File: src/sv/dgt_pkg.sv
// shared widths, register indexes and triangle codes of the depth grid triangulator
package dgt_pkg;

    localparam int SIZE_W  = 12;
    localparam int DEPTH_W = 32;
    localparam int VTX_W   = 22;
    localparam int CFG_IDX_W = 2;
    localparam int CFG_DATA_W = 32;
    localparam int IN_TDATA_W  = 32;
    localparam int OUT_TDATA_W = 72;

    // register indexes
    localparam logic [CFG_IDX_W-1:0] CFG_FRAME_WIDTH     = 2'd0;
    localparam logic [CFG_IDX_W-1:0] CFG_FRAME_HEIGHT    = 2'd1;
    localparam logic [CFG_IDX_W-1:0] CFG_DEPTH_THRESHOLD = 2'd2;

    localparam logic [SIZE_W-1:0]  RST_FRAME_WIDTH     = 12'd1024;
    localparam logic [SIZE_W-1:0]  RST_FRAME_HEIGHT    = 12'd768;
    localparam logic [DEPTH_W-1:0] RST_DEPTH_THRESHOLD = 32'hFFFD_4CCD;

    // cell result queue
    localparam int QDEPTH = 4;
    localparam int QPTR_W = 2;
    localparam int QCNT_W = 4;

    typedef logic [1:0] tri_kind_t;

    // vertex orders of the four triangle shapes of a cell
    localparam tri_kind_t TRI_UL_LL_UR = 2'd0;
    localparam tri_kind_t TRI_UR_LL_LR = 2'd1;
    localparam tri_kind_t TRI_UL_LL_LR = 2'd2;
    localparam tri_kind_t TRI_UL_LR_UR = 2'd3;

    // corner mark patterns: bit0 upper left, bit1 upper right, bit2 lower left, bit3 lower right
    localparam logic [3:0] CORNERS_NONE = 4'h0;
    localparam logic [3:0] CORNER_UL    = 4'h1;
    localparam logic [3:0] CORNER_UR    = 4'h2;
    localparam logic [3:0] CORNER_LL    = 4'h4;
    localparam logic [3:0] CORNER_LR    = 4'h8;

endpackage

File: src/sv/dgt_ram.sv
// generic single write port ram with registered read
module dgt_ram #(
    parameter int WIDTH = 1,
    parameter int DEPTH = 2048
) (
    input  logic                     aclk,
    input  logic                     we,
    input  logic [$clog2(DEPTH)-1:0] waddr,
    input  logic [WIDTH-1:0]         wdata,
    input  logic                     re,
    input  logic [$clog2(DEPTH)-1:0] raddr,
    output logic [WIDTH-1:0]         rdata
);

    logic [WIDTH-1:0] mem_reg [DEPTH];
    logic [WIDTH-1:0] rdata_reg;

    always_ff @(posedge aclk) begin
        if (we) begin
            mem_reg[waddr] <= wdata;
        end
        if (re) begin
            rdata_reg <= mem_reg[raddr];
        end
    end

    assign rdata = rdata_reg;

endmodule

File: src/sv/depth_grid_triangulator_top.sv
// depth grid triangulator top level: line store of hole marks, cell pipeline, triangle queue
//
//  channel  | direction | payload
//  ---------+-----------+-----------------------------------------------------------
//  s_       | in        | tdata: depth[31:0]
//  m_       | out       | tdata: vertex_first, vertex_second, vertex_third (22 each);
//           |           | tlast: last_of_run
//  cfg_     | in        | write only: frame_width, frame_height, depth_threshold
//
//  one sample a cycle when it gives at most one triangle and m_tready stays high; clear cells
//  give two through the single triangle port, slowing intake; a sample's first word leaves after
//  stage 1, stage 2 and the cell queue. The mark line store is one 1-bit ram, read when a sample
//  is taken and written back in the next cycle; successive samples always touch different columns
//  aresetn is synchronous; there is no clearing pass, the first row fills the line store
//  s_tready drops when the four-entry cell queue plus samples in flight would overflow
module depth_grid_triangulator_top #(
    parameter int MAX_WIDTH  = 2048,
    parameter int MAX_HEIGHT = 2048
) (
    input  logic                                aclk,
    input  logic                                aresetn,
    input  logic                                cfg_wr_en,
    input  logic [dgt_pkg::CFG_IDX_W-1:0]       cfg_index,
    input  logic [dgt_pkg::CFG_DATA_W-1:0]      cfg_wdata,
    input  logic                                s_tvalid,
    output logic                                s_tready,
    input  logic [dgt_pkg::IN_TDATA_W-1:0]      s_tdata,   // depth[31:0]
    output logic                                m_tvalid,
    input  logic                                m_tready,
    // vertex_first[21:0], vertex_second[43:22], vertex_third[65:44], zeros[71:66]
    output logic [dgt_pkg::OUT_TDATA_W-1:0]     m_tdata,
    output logic                                m_tlast     // last_of_run
);

    localparam int CW = $clog2(MAX_WIDTH);       // column counter
    localparam int WW = $clog2(MAX_WIDTH + 1);   // effective width
    localparam int RW = $clog2(MAX_HEIGHT);      // row counter
    localparam int HW = $clog2(MAX_HEIGHT + 1);  // effective height
    localparam int VW = dgt_pkg::VTX_W;

    // configuration
    logic [dgt_pkg::SIZE_W-1:0]  frame_width_reg;
    logic [dgt_pkg::SIZE_W-1:0]  frame_height_reg;
    logic signed [dgt_pkg::DEPTH_W-1:0] depth_threshold_reg;

    always_ff @(posedge aclk) begin
        if (!aresetn) begin
            frame_width_reg     <= dgt_pkg::RST_FRAME_WIDTH;
            frame_height_reg    <= dgt_pkg::RST_FRAME_HEIGHT;
            depth_threshold_reg <= dgt_pkg::RST_DEPTH_THRESHOLD;
        end else if (cfg_wr_en) begin
            unique case (cfg_index)
                dgt_pkg::CFG_FRAME_WIDTH:     frame_width_reg <= cfg_wdata[dgt_pkg::SIZE_W-1:0];
                dgt_pkg::CFG_FRAME_HEIGHT:    frame_height_reg <= cfg_wdata[dgt_pkg::SIZE_W-1:0];
                dgt_pkg::CFG_DEPTH_THRESHOLD: depth_threshold_reg <= cfg_wdata;
                default: ;
            endcase
        end
    end

    // saturated frame size
    logic [WW-1:0] width_eff;
    logic [HW-1:0] height_eff;

    always_comb begin
        if (frame_width_reg < 12'd3) begin
            width_eff = WW'(3);
        end else if (32'(frame_width_reg) > MAX_WIDTH) begin
            width_eff = WW'(MAX_WIDTH);
        end else begin
            width_eff = WW'(frame_width_reg);
        end
        if (frame_height_reg < 12'd3) begin
            height_eff = HW'(3);
        end else if (32'(frame_height_reg) > MAX_HEIGHT) begin
            height_eff = HW'(MAX_HEIGHT);
        end else begin
            height_eff = HW'(frame_height_reg);
        end
    end

    // stage 0: accept, raster position, line store read
    logic          accept;
    logic [CW-1:0] column_count_reg, column_count_next;
    logic [RW-1:0] row_count_reg, row_count_next;
    logic          mark_s0;
    logic          interior_s0;

    logic [dgt_pkg::QCNT_W-1:0] q_count_reg, q_count_next;
    logic                       valid1_reg, valid2_reg;
    logic [dgt_pkg::QCNT_W-1:0] credit_used;

    assign credit_used = q_count_reg + dgt_pkg::QCNT_W'(valid1_reg)
                         + dgt_pkg::QCNT_W'(valid2_reg);
    assign s_tready = credit_used < dgt_pkg::QCNT_W'(dgt_pkg::QDEPTH);
    assign accept   = s_tvalid && s_tready;

    assign mark_s0 = $signed(s_tdata[dgt_pkg::DEPTH_W-1:0]) < depth_threshold_reg;
    assign interior_s0 = (row_count_reg >= RW'(2)) && (column_count_reg >= CW'(2))
                         && (HW'(row_count_reg) < height_eff)
                         && (WW'(column_count_reg) < width_eff);

    always_comb begin
        column_count_next = column_count_reg;
        row_count_next    = row_count_reg;
        if (accept) begin
            if (WW'(column_count_reg) + WW'(1) >= width_eff) begin
                column_count_next = '0;
                if (HW'(row_count_reg) + HW'(1) >= height_eff) begin
                    row_count_next = '0;
                end else begin
                    row_count_next = row_count_reg + RW'(1);
                end
            end else begin
                column_count_next = column_count_reg + CW'(1);
            end
        end
    end

    // stage 1: corner marks, triangle choice, row base multiply
    logic          mark1_reg;
    logic          interior1_reg;
    logic [CW-1:0] col1_reg;
    logic [RW-1:0] row1_reg;
    logic [WW-1:0] width1_reg;
    logic          upper_mark;
    logic          left_mark_reg;
    logic          upper_left_mark_reg;

    dgt_ram #(
        .WIDTH (1),
        .DEPTH (MAX_WIDTH)
    ) u_row_marks (
        .aclk  (aclk),
        .we    (valid1_reg),
        .waddr (col1_reg),
        .wdata (mark1_reg),
        .re    (accept),
        .raddr (column_count_reg),
        .rdata (upper_mark)
    );

    logic [3:0]         corners;
    logic               has_tri1;
    logic               two_tri1;
    dgt_pkg::tri_kind_t kind1;

    assign corners = {mark1_reg, left_mark_reg, upper_mark, upper_left_mark_reg};

    always_comb begin
        has_tri1 = 1'b1;
        two_tri1 = 1'b0;
        kind1    = dgt_pkg::TRI_UL_LL_UR;
        unique case (corners)
            dgt_pkg::CORNERS_NONE: begin
                two_tri1 = 1'b1;
                kind1    = dgt_pkg::TRI_UL_LL_UR;
            end
            dgt_pkg::CORNER_UL: kind1 = dgt_pkg::TRI_UR_LL_LR;
            dgt_pkg::CORNER_UR: kind1 = dgt_pkg::TRI_UL_LL_LR;
            dgt_pkg::CORNER_LL: kind1 = dgt_pkg::TRI_UL_LR_UR;
            dgt_pkg::CORNER_LR: kind1 = dgt_pkg::TRI_UL_LL_UR;
            default:            has_tri1 = 1'b0;
        endcase
    end

    logic [RW+WW-1:0] row_base1;
    assign row_base1 = (RW+WW)'(row1_reg - RW'(1)) * (RW+WW)'(width1_reg);

    // stage 2: vertex index adds
    logic               has2_reg;
    logic               two2_reg;
    dgt_pkg::tri_kind_t kind2_reg;
    logic [VW-1:0]      base2_reg;
    logic [CW-1:0]      col2_reg;
    logic [WW-1:0]      width2_reg;
    logic [VW-1:0]      ul2;
    logic [VW-1:0]      ll2;

    assign ul2 = base2_reg + VW'(col2_reg) - VW'(1);
    assign ll2 = ul2 + VW'(width2_reg);

    // cell queue: one entry per meshed cell, drained one triangle a word
    logic [VW-1:0]      q_ul_reg [dgt_pkg::QDEPTH];
    logic [VW-1:0]      q_ll_reg [dgt_pkg::QDEPTH];
    dgt_pkg::tri_kind_t q_kind_reg [dgt_pkg::QDEPTH];
    logic               q_two_reg [dgt_pkg::QDEPTH];
    logic [dgt_pkg::QPTR_W-1:0] q_wr_ptr_reg, q_rd_ptr_reg;
    logic               half_reg, half_next;
    logic               push, pop, out_fire;

    assign push     = valid2_reg && has2_reg;
    assign m_tvalid = q_count_reg != '0;
    assign out_fire = m_tvalid && m_tready;
    assign m_tlast  = !q_two_reg[q_rd_ptr_reg] || half_reg;
    assign pop      = out_fire && m_tlast;

    always_comb begin
        q_count_next = q_count_reg + dgt_pkg::QCNT_W'(push) - dgt_pkg::QCNT_W'(pop);
        half_next    = half_reg;
        if (out_fire) begin
            half_next = !m_tlast;
        end
    end

    logic [VW-1:0]      h_ul, h_ll, h_ur, h_lr;
    dgt_pkg::tri_kind_t out_kind;
    logic [VW-1:0]      v_first, v_second, v_third;

    assign h_ul = q_ul_reg[q_rd_ptr_reg];
    assign h_ll = q_ll_reg[q_rd_ptr_reg];
    assign h_ur = h_ul + VW'(1);
    assign h_lr = h_ll + VW'(1);
    // the second triangle of a clear cell is always the lower right one
    assign out_kind = half_reg ? dgt_pkg::TRI_UR_LL_LR : q_kind_reg[q_rd_ptr_reg];

    always_comb begin
        case (out_kind)
            dgt_pkg::TRI_UL_LL_UR: begin
                v_first = h_ul; v_second = h_ll; v_third = h_ur;
            end
            dgt_pkg::TRI_UR_LL_LR: begin
                v_first = h_ur; v_second = h_ll; v_third = h_lr;
            end
            dgt_pkg::TRI_UL_LL_LR: begin
                v_first = h_ul; v_second = h_ll; v_third = h_lr;
            end
            default: begin
                v_first = h_ul; v_second = h_lr; v_third = h_ur;
            end
        endcase
    end

    assign m_tdata = {(dgt_pkg::OUT_TDATA_W - 3 * VW)'(0), v_third, v_second, v_first};

    // control registers
    always_ff @(posedge aclk) begin
        if (!aresetn) begin
            column_count_reg    <= '0;
            row_count_reg       <= '0;
            valid1_reg          <= 1'b0;
            valid2_reg          <= 1'b0;
            left_mark_reg       <= 1'b0;
            upper_left_mark_reg <= 1'b0;
            q_count_reg         <= '0;
            q_wr_ptr_reg        <= '0;
            q_rd_ptr_reg        <= '0;
            half_reg            <= 1'b0;
        end else begin
            column_count_reg <= column_count_next;
            row_count_reg    <= row_count_next;
            valid1_reg       <= accept;
            valid2_reg       <= valid1_reg;
            if (valid1_reg) begin
                left_mark_reg       <= mark1_reg;
                upper_left_mark_reg <= upper_mark;
            end
            q_count_reg <= q_count_next;
            half_reg    <= half_next;
            if (push) begin
                q_wr_ptr_reg <= q_wr_ptr_reg + dgt_pkg::QPTR_W'(1);
            end
            if (pop) begin
                q_rd_ptr_reg <= q_rd_ptr_reg + dgt_pkg::QPTR_W'(1);
            end
        end
    end

    // payload registers
    always_ff @(posedge aclk) begin
        if (accept) begin
            mark1_reg     <= mark_s0;
            interior1_reg <= interior_s0;
            col1_reg      <= column_count_reg;
            row1_reg      <= row_count_reg;
            width1_reg    <= width_eff;
        end
        if (valid1_reg) begin
            has2_reg   <= interior1_reg && has_tri1;
            two2_reg   <= two_tri1;
            kind2_reg  <= kind1;
            base2_reg  <= VW'(row_base1);
            col2_reg   <= col1_reg;
            width2_reg <= width1_reg;
        end
        if (push) begin
            q_ul_reg[q_wr_ptr_reg]   <= ul2;
            q_ll_reg[q_wr_ptr_reg]   <= ll2;
            q_kind_reg[q_wr_ptr_reg] <= kind2_reg;
            q_two_reg[q_wr_ptr_reg]  <= two2_reg;
        end
    end

`ifndef SYNTHESIS
    // queue plus samples in flight never exceed the queue
    a_credit: assert property (@(posedge aclk) disable iff (!aresetn)
        credit_used <= dgt_pkg::QCNT_W'(dgt_pkg::QDEPTH))
        else $error("cell queue overcommitted");

    // a push always finds room
    a_no_overflow: assert property (@(posedge aclk) disable iff (!aresetn)
        push |-> (q_count_reg < dgt_pkg::QCNT_W'(dgt_pkg::QDEPTH) || pop))
        else $error("cell queue overflow");

    // second half only exists for clear cells
    a_half_two: assert property (@(posedge aclk) disable iff (!aresetn)
        half_reg |-> (m_tvalid && q_two_reg[q_rd_ptr_reg]))
        else $error("second triangle of a one-triangle cell");

    // line store read and write-back never hit the same column in one cycle
    a_no_rmw_clash: assert property (@(posedge aclk) disable iff (!aresetn)
        (accept && valid1_reg) |-> (column_count_reg != col1_reg))
        else $error("line store read and write collide");

    // a clear cell leaves its second triangle right after the first is taken
    a_second_follows: assert property (@(posedge aclk) disable iff (!aresetn)
        (out_fire && !m_tlast) |=> (half_reg && m_tvalid))
        else $error("second triangle lost");
`endif

endmodule
File: config.mk
export PLATFORM = sky130hd
export DESIGN_NAME = depth_grid_triangulator_top
export DESIGN_NICKNAME = d
export VERILOG_FILES = /design/src/sv/dgt_pkg.sv /design/src/sv/dgt_ram.sv /design/src/sv/depth_grid_triangulator_top.sv
export SDC_FILE = /design/constraint.sdc
export NUM_CORES = 2
export LEC_CHECK = 0
export ABC_AREA = 1
export BUFFER_PORTS_ARGS = -buffer_cell sky130_fd_sc_hd__buf_4
export CORE_UTILIZATION = 50
export CTS_CLUSTER_DIAMETER = 80
export DETAILED_ROUTE_END_ITERATION = 16
export PLACE_DENSITY_LB_ADDON = 0.3
export REMOVE_ABC_BUFFERS = 1
export SKIP_LAST_GASP = 1
export SLEW_MARGIN = 20
export SYNTH_ARGS = -nofsm -noshare
export SYNTH_HDL_FRONTEND = slang
export SYNTH_HIERARCHICAL = 1
export SYNTH_SLANG_ARGS = --single-unit
File: constraint.sdc
create_clock -name aclk -period 36.5 [get_ports aclk]
set_clock_uncertainty 0.2 [all_clocks]
set_input_delay 0 -clock aclk [delete_from_list [all_inputs] [get_ports aclk]]
set_output_delay 0 -clock aclk [all_outputs]
set_load 0.03 [all_outputs]
== Word-level counts from Yosys, hierarchy flattened ==
Memories as Yosys holds them, arrays and structs flattened. A register that Yosys moved wholly into a read port is not among the register bits.
Cells that the tools add are included.

* Add/sub/neg operators: 16
* $mul: 1
* Magnitude comparators: 12
* Equality and inequality tests: 8
* Multiplexer cells: 25
* Reduce and logical (&&, ||, !) cells: 22

{| class="wikitable"
|+ Operators by type and width
! operator !! number
|-
| $mux 22 || 3
|-
| $mux 12 || 4
|-
| $add 22x1->22 const B || 2
|-
| $lt 32x32->1 || 1
|-
| $add 11x1->12 const B || 2
|-
| $ge 12x12->1 || 2
|-
| $gt 12x12->1 const B || 2
|-
| $lt 11x12->1 || 2
|-
| $lt 12x2->1 const B || 2
|-
| $add 11x1->11 const B || 2
|-
| $add 22x11->22 || 1
|-
| $add 22x12->22 || 1
|-
| $ge 11x2->1 const B || 2
|-
| $mul 12x13->22 || 1
|-
| $mux 11 || 2
|-
| $sub 22x1->22 const B || 1
|-
| $mux 2 || 9
|-
| $add 4x1->4 || 3
|-
| $sub 11x1->12 const B || 1
|-
| $logic_and 1x1->1 || 8
|-
| $reduce_and 2->1 || 4
|-
| $mux 1 || 6
|-
| $pmux 2 s3 || 1
|-
| $reduce_or 5->1 || 1
|-
| 16 further kinds || 21
|}

* Flip-flop bits (word level): 176
* RAM bits: 2,236
* Input bits: 71
* Output and inout bits: 75
* Memories: 5

{| class="wikitable"
|+ Memories
! name !! words !! width !! rd ports !! clocked after memory_dff !! wr ports !! RTL line !! source
|-
| u_row_marks.mem_reg || 2,048 || 1 || 1 || 1 || 1 || dgt_ram.sv:15 || <nowiki>logic [WIDTH-1:0] mem_reg [DEPTH];</nowiki>
|-
| q_ll_reg || 4 || 22 || 1 || 1 || 1 || depth_grid_triangulator_top.sv:185 || <nowiki>logic [VW-1:0] q_ll_reg [dgt_pkg::QDEPTH];</nowiki>
|-
| q_ul_reg || 4 || 22 || 1 || 1 || 1 || depth_grid_triangulator_top.sv:184 || <nowiki>logic [VW-1:0] q_ul_reg [dgt_pkg::QDEPTH];</nowiki>
|-
| q_kind_reg || 4 || 2 || 1 || 1 || 1 || depth_grid_triangulator_top.sv:186 || <nowiki>dgt_pkg::tri_kind_t q_kind_reg [dgt_pkg::QDEPTH];</nowiki>
|-
| q_two_reg || 4 || 1 || 1 || 1 || 1 || depth_grid_triangulator_top.sv:187 || <nowiki>logic q_two_reg [dgt_pkg::QDEPTH];</nowiki>
|}

== Depth between registers and ports, before layout ==
* Depth in word-level cells: 6
* Depth in mapped cells: 30
* Depth with buffers taken out: 29

== Modules after synthesis ==
The synthesis kept the hierarchy.

{| class="wikitable"
|+ By module, submodules not included
! module !! instances !! cells each !! area an instance (µm²) !! seq. area each (µm²)
|-
| dgt_ram || 1 || 9,246 || 91,785.5 || 61,529.0
|-
| depth_grid_triangulator_top || 1 || 2,869 || 24,718.7 || 10,059.6
|}

== Worst setup path after synthesis ==
Ideal clock, no wire load.

* Path type: register -> register
* From: reg mark1_reg
* To: mem u_row_marks.mem_reg[0], data pin
* Library setup time: 5.153 ns
* Arrival time: 23.793 ns
* Required time: 31.147 ns
* Slack: 7.354 ns
* Stages on the path, launching flop included: 1
* Path buffers: 0
* Period minus slack after synthesis: 29.146 ns
* Cell sequence: edfxtp_1

{| class="wikitable"
|+ RTL lines
! element !! RTL line !! source
|-
| start, declared || depth_grid_triangulator_top.sv:121 || <nowiki>logic mark1_reg;</nowiki>
|-
| start signal, assigned || depth_grid_triangulator_top.sv:272 || <nowiki>mark1_reg <= mark_s0;</nowiki>
|-
| end, declared || dgt_ram.sv:15 ||
|}

No word-level cell before the write port.

== Final worst setup path ==
* From: reg row1_reg[0]
* To: reg base2_reg[19], data pin

* Word-level cells in the longest chain between the ends: 2

{| class="wikitable"
|+ RTL lines
! element !! RTL line !! source
|-
| start, declared || depth_grid_triangulator_top.sv:124 || <nowiki>logic [RW-1:0] row1_reg;</nowiki>
|-
| start signal, assigned || depth_grid_triangulator_top.sv:275 || <nowiki>row1_reg <= row_count_reg;</nowiki>
|-
| $sub 11x1->12 || depth_grid_triangulator_top.sv:168 || <nowiki>assign row_base1 = (RW+WW)'(row1_reg - RW'(1)) * (RW+WW)'(width1_reg);</nowiki>
|-
| $mul 12x13->22 || depth_grid_triangulator_top.sv:168 ||
|-
| named net row_base1[19] || depth_grid_triangulator_top.sv:167 || <nowiki>logic [RW+WW-1:0] row_base1;</nowiki>
|-
| end signal, assigned || depth_grid_triangulator_top.sv:282 || <nowiki>base2_reg <= VW'(row_base1);</nowiki>
|-
| end, declared || depth_grid_triangulator_top.sv:174 || <nowiki>logic [VW-1:0] base2_reg;</nowiki>
|}

The timed path passes the listed nets, and every way through them passes these cells.
A chain may end at the register's enable or synchronous reset.

==> impl_metrics.ini <==
[run_status]
outcome = completed

[critical_path]
worstSetupPathType = reg2reg
worstSetupStartpointType = register
worstReg2RegStart = row1_reg[0]$_DFFE_PP_
critPathCaptureType = register
critPathArrivalTime_ns = 7.37
cp.required_ns = 36.94
end_of_the_worst_register_to_register_path = base2_reg[19]$_DFFE_PP_
worst_path_largest_cell_delay_ns = 0.59
critPathMaxFanout = 7
cp_common_cell = sky130_fd_sc_hd__fa_1
slowest_stage = sky130_fd_sc_hd__nor3_1
reg2regPathDepth = 24
path_cells = nor3_1, nand2_1, nor3_1, or2_2, nand2_1, inv_1, nand2_1, fa_1, fa_1, inv_1, fa_1, fa_1, inv_1, fa_1, inv_1, ha_1, nand2_1, o21ai_0, a31oi_1, o21ai_0, nand3_1, nor2_1, nor2_1, xor2_1
r2r_slack_ns = 29.57

[timing]
rsz0062_at_grt = false
hold_violations = 0
max_freq_mhz = 144
finalCritPeriodShare = 0.190
slew_violations = 0
slew_headroom = 0.160
setup-violations-final = 0
worst_pin_slew_ns = 1.26
finalWorstPathRequiredPeriod_ns = 6.93

[power]
vdd_ir_drop_max_uv = 101
leakagePower_uw = 0.0452
total_power_uw = 8910
p_per_area_nw_per_um2 = 69.9

[min_path]
min_to = frame_height_reg[8]$_SDFFE_PN1P_
worstHoldPathType = in2reg
timing.hold.worst_path_depth = 3
worstHoldStart = aresetn

[die]
floorplan.core_area_sq_um = 231000
io_pins = 146
rows = 176
starting_utilization_of_the_core_area = 0.505
dieHeight_microns = 485
floorplan.die_area_sq_um = 235000
die_x_microns = 485

[placed_design]
detailed_placement_hpwl_microns = 180000
place_inst = 14500
port_buffers = 139
globalplace.congestion = 0.884

[logic_synthesis]
synth_area_sq_um = 117000
ys_top_cells_by_area = sky130_fd_sc_hd__edfxtp_1 (60%), sky130_fd_sc_hd__nand3_1 (9.5%), sky130_fd_sc_hd__nand2_1 (9.3%), sky130_fd_sc_hd__nor2_1 (7.5%), sky130_fd_sc_hd__ha_1 (2.2%)
synthDominantCellAreaShare = 0.598
synth-seq-area-share = 0.614
synth.ff_latch_count = 2415
yosys_warning_total = 6
yosys.area.top_type = sky130_fd_sc_hd__edfxtp_1
synthesis.instances = 12100
avgSynthCellArea_sq_um = 9.62
netlist-cell-type-count = 52

[global_route]
grt_first_pass_wirelength_microns = 519000
grt_overflow_total = 0
grt_pass1_vias = 84400
grtUsageTotal = 0.291
grt_antenna_before_repair = 8
grt_start_max_net_pins = 308

[clocking]
max-clock-path-buffers = 3
clk-insertion-delay-late_ns = 0.91
cts_buffers = 240
h-tree-depth = 4
post_cts_buffers = 0
root_buffer = sky130_fd_sc_hd__clkbuf_16
hold_buffers = 108
clkSinkCount = 2415
post_cts.resized_instances = 0
register_clock_pin_slew_on_the_reported_worst_setup_and_hold_paths_ns = 0.06
tritoncts_clock_tree = yes

[finish]
finalNonFillerCells = 15100
nFillCells = 20100
largest_reg_flops = 2048
drive_gt1_frac = 0.0614
multi_input_gate_area_in_the_final_layout_sq_um = 39100
synthesis_to_layout_area_growth_pct = 9.43
fin_nets = 12200
final-seq-area_sq_um = 71600

[detailed_routing]
route.detailed.vias_per_inst = 5.90
route.antenna.remaining_nets = 0
detailroute.via_count = 88800
total_wirelength_microns = 348000
residual_drc_count = 0
drt_iter0_drc = 11800
detail_routed_net_length_per_standard_cell_microns = 23.1
drtPass1Iterations = 6

[run]
max_capacitance_violation_total = 0
==> layout make-up <==
type	instances	share of cell area
Sequential cell	2415	0.562
Multi-Input combinational cell	8272	0.306
Clock buffer	289	0.0493
Tap cell	3026	0.0297
Timing Repair Buffer	379	0.0258
Inverter	513	0.0155
Clock inverter	156	0.0115
Antenna cell	3	0.0000589
==> Yosys cell counts, drive strengths merged <==
master and instances:
nor4b 1, a21boi 1, nand4 30, clkinv 7
o21ai 145, a22oi 4, o221ai 2, nand3b 2
inv 506, a211oi 6, o31ai 3, nor3b 3
and2 2, ha 201, fa 104, xor2 80
dfxtp 93, nor2 2339, a31oi 4, buf 420
a32o 2, nand3 2212, a21oi 122, nor4 8
o21bai 3, clkbuf 500, or2 6, nand2 2888
nor3 42, edfxtp 2322, xnor2 25, conb 1
o22ai 2, o211ai 26, o21a 1, a21o 2
==> cells in the final DEF, fill, tap and decap left out, types with 26 or more instances in the layout <==
| cell type | instances |
|---|---|
| sky130_fd_sc_hd__edfxtp_1 | 2322 |
| sky130_fd_sc_hd__ha_1 | 200 |
| sky130_fd_sc_hd__nand3_1 | 2209 |
| sky130_fd_sc_hd__clkinv_1 | 73 |
| sky130_fd_sc_hd__xor2_1 | 80 |
| sky130_fd_sc_hd__nand4_1 | 29 |
| sky130_fd_sc_hd__buf_4 | 256 |
| sky130_fd_sc_hd__nor2_1 | 2317 |
| sky130_fd_sc_hd__dfxtp_1 | 85 |
| sky130_fd_sc_hd__clkinv_2 | 46 |
| sky130_fd_sc_hd__dlygate4sd3_1 | 108 |
| sky130_fd_sc_hd__nand2_1 | 2823 |
| sky130_fd_sc_hd__nand2_2 | 33 |
| sky130_fd_sc_hd__o21ai_0 | 138 |
| sky130_fd_sc_hd__fa_1 | 104 |
| sky130_fd_sc_hd__a21oi_1 | 122 |
| sky130_fd_sc_hd__clkbuf_16 | 244 |
| sky130_fd_sc_hd__nor3_1 | 30 |
| sky130_fd_sc_hd__o211ai_1 | 26 |
| sky130_fd_sc_hd__nand2_4 | 32 |
| sky130_fd_sc_hd__clkbuf_1 | 44 |
| sky130_fd_sc_hd__inv_1 | 493 |
==> kinds of logic after synthesis <==
| group | synth area share |
|---|---|
| simple gates | 0.270 |
| flops | 0.614 |
| buf+inv | 0.0536 |
| compound gates | 0.0151 |
| fa+ha+maj | 0.0395 |
| xor+xnor | 0.00789 |
| other cells | 0.0000322 |
==> through the flow <==
step	setup TNS [ns]	utilization	cell area (sq um)	setup WS [ns]	hold WS, ns
after detailed placement	0	0.514	119000	29.57	0.0206
after global placement	0	0.514	119000	29.44	0.0203
final	0	0.552	127000	29.57	0.103
after CTS	0	0.552	127000	29.54	0.000261
after floorplan	-10.30	-	112000	-10.30	-0.116
after global routing	0	0.552	127000	28.99	0.101
==> metal layers <==
metal	vias up	GRT usage	share of wire
met5	-	0	0.00076
met3	840	0.0497	0.10
met4	16	0.115	0.041
li1	39900	-	-
met1	43200	0.384	0.38
met2	4812	0.479	0.47
==> how the worst max path moves through the flow <==
stage	start	end	depth (start not counted)
final	row1_reg[0]$_DFFE_PP_	base2_reg[19]$_DFFE_PP_	24
after global routing	row1_reg[0]$_DFFE_PP_	base2_reg[19]$_DFFE_PP_	27
after CTS	row1_reg[0]$_DFFE_PP_	base2_reg[19]$_DFFE_PP_	24
after detailed placement	row1_reg[0]$_DFFE_PP_	base2_reg[19]$_DFFE_PP_	27
after global placement	row1_reg[0]$_DFFE_PP_	base2_reg[19]$_DFFE_PP_	27
after floorplan	column_count_reg[0]$_SDFFE_PN0P_	u_row_marks/rdata$_DFFE_PP_	13
==> worst max-delay path: cells and delay by family (launching register included) <==
family                     cells  cell delay [ns]
AOI/OAI and AO/OA              3             0.59
buffers and inverters          4             0.44
DFF                            1             0.43
adders and majority gates      6             2.99
xor gates and xnor gates       1             0.13
and+or+nand+nor               10             1.88
==> power by group <==
group          leakage, uW  switching [uW]  internal (uW)
combinational       0.0197            2080            915
sequential          0.0217            57.1           3410
clock              0.00379            1070           1380
(Power assumes the default switching activity.)
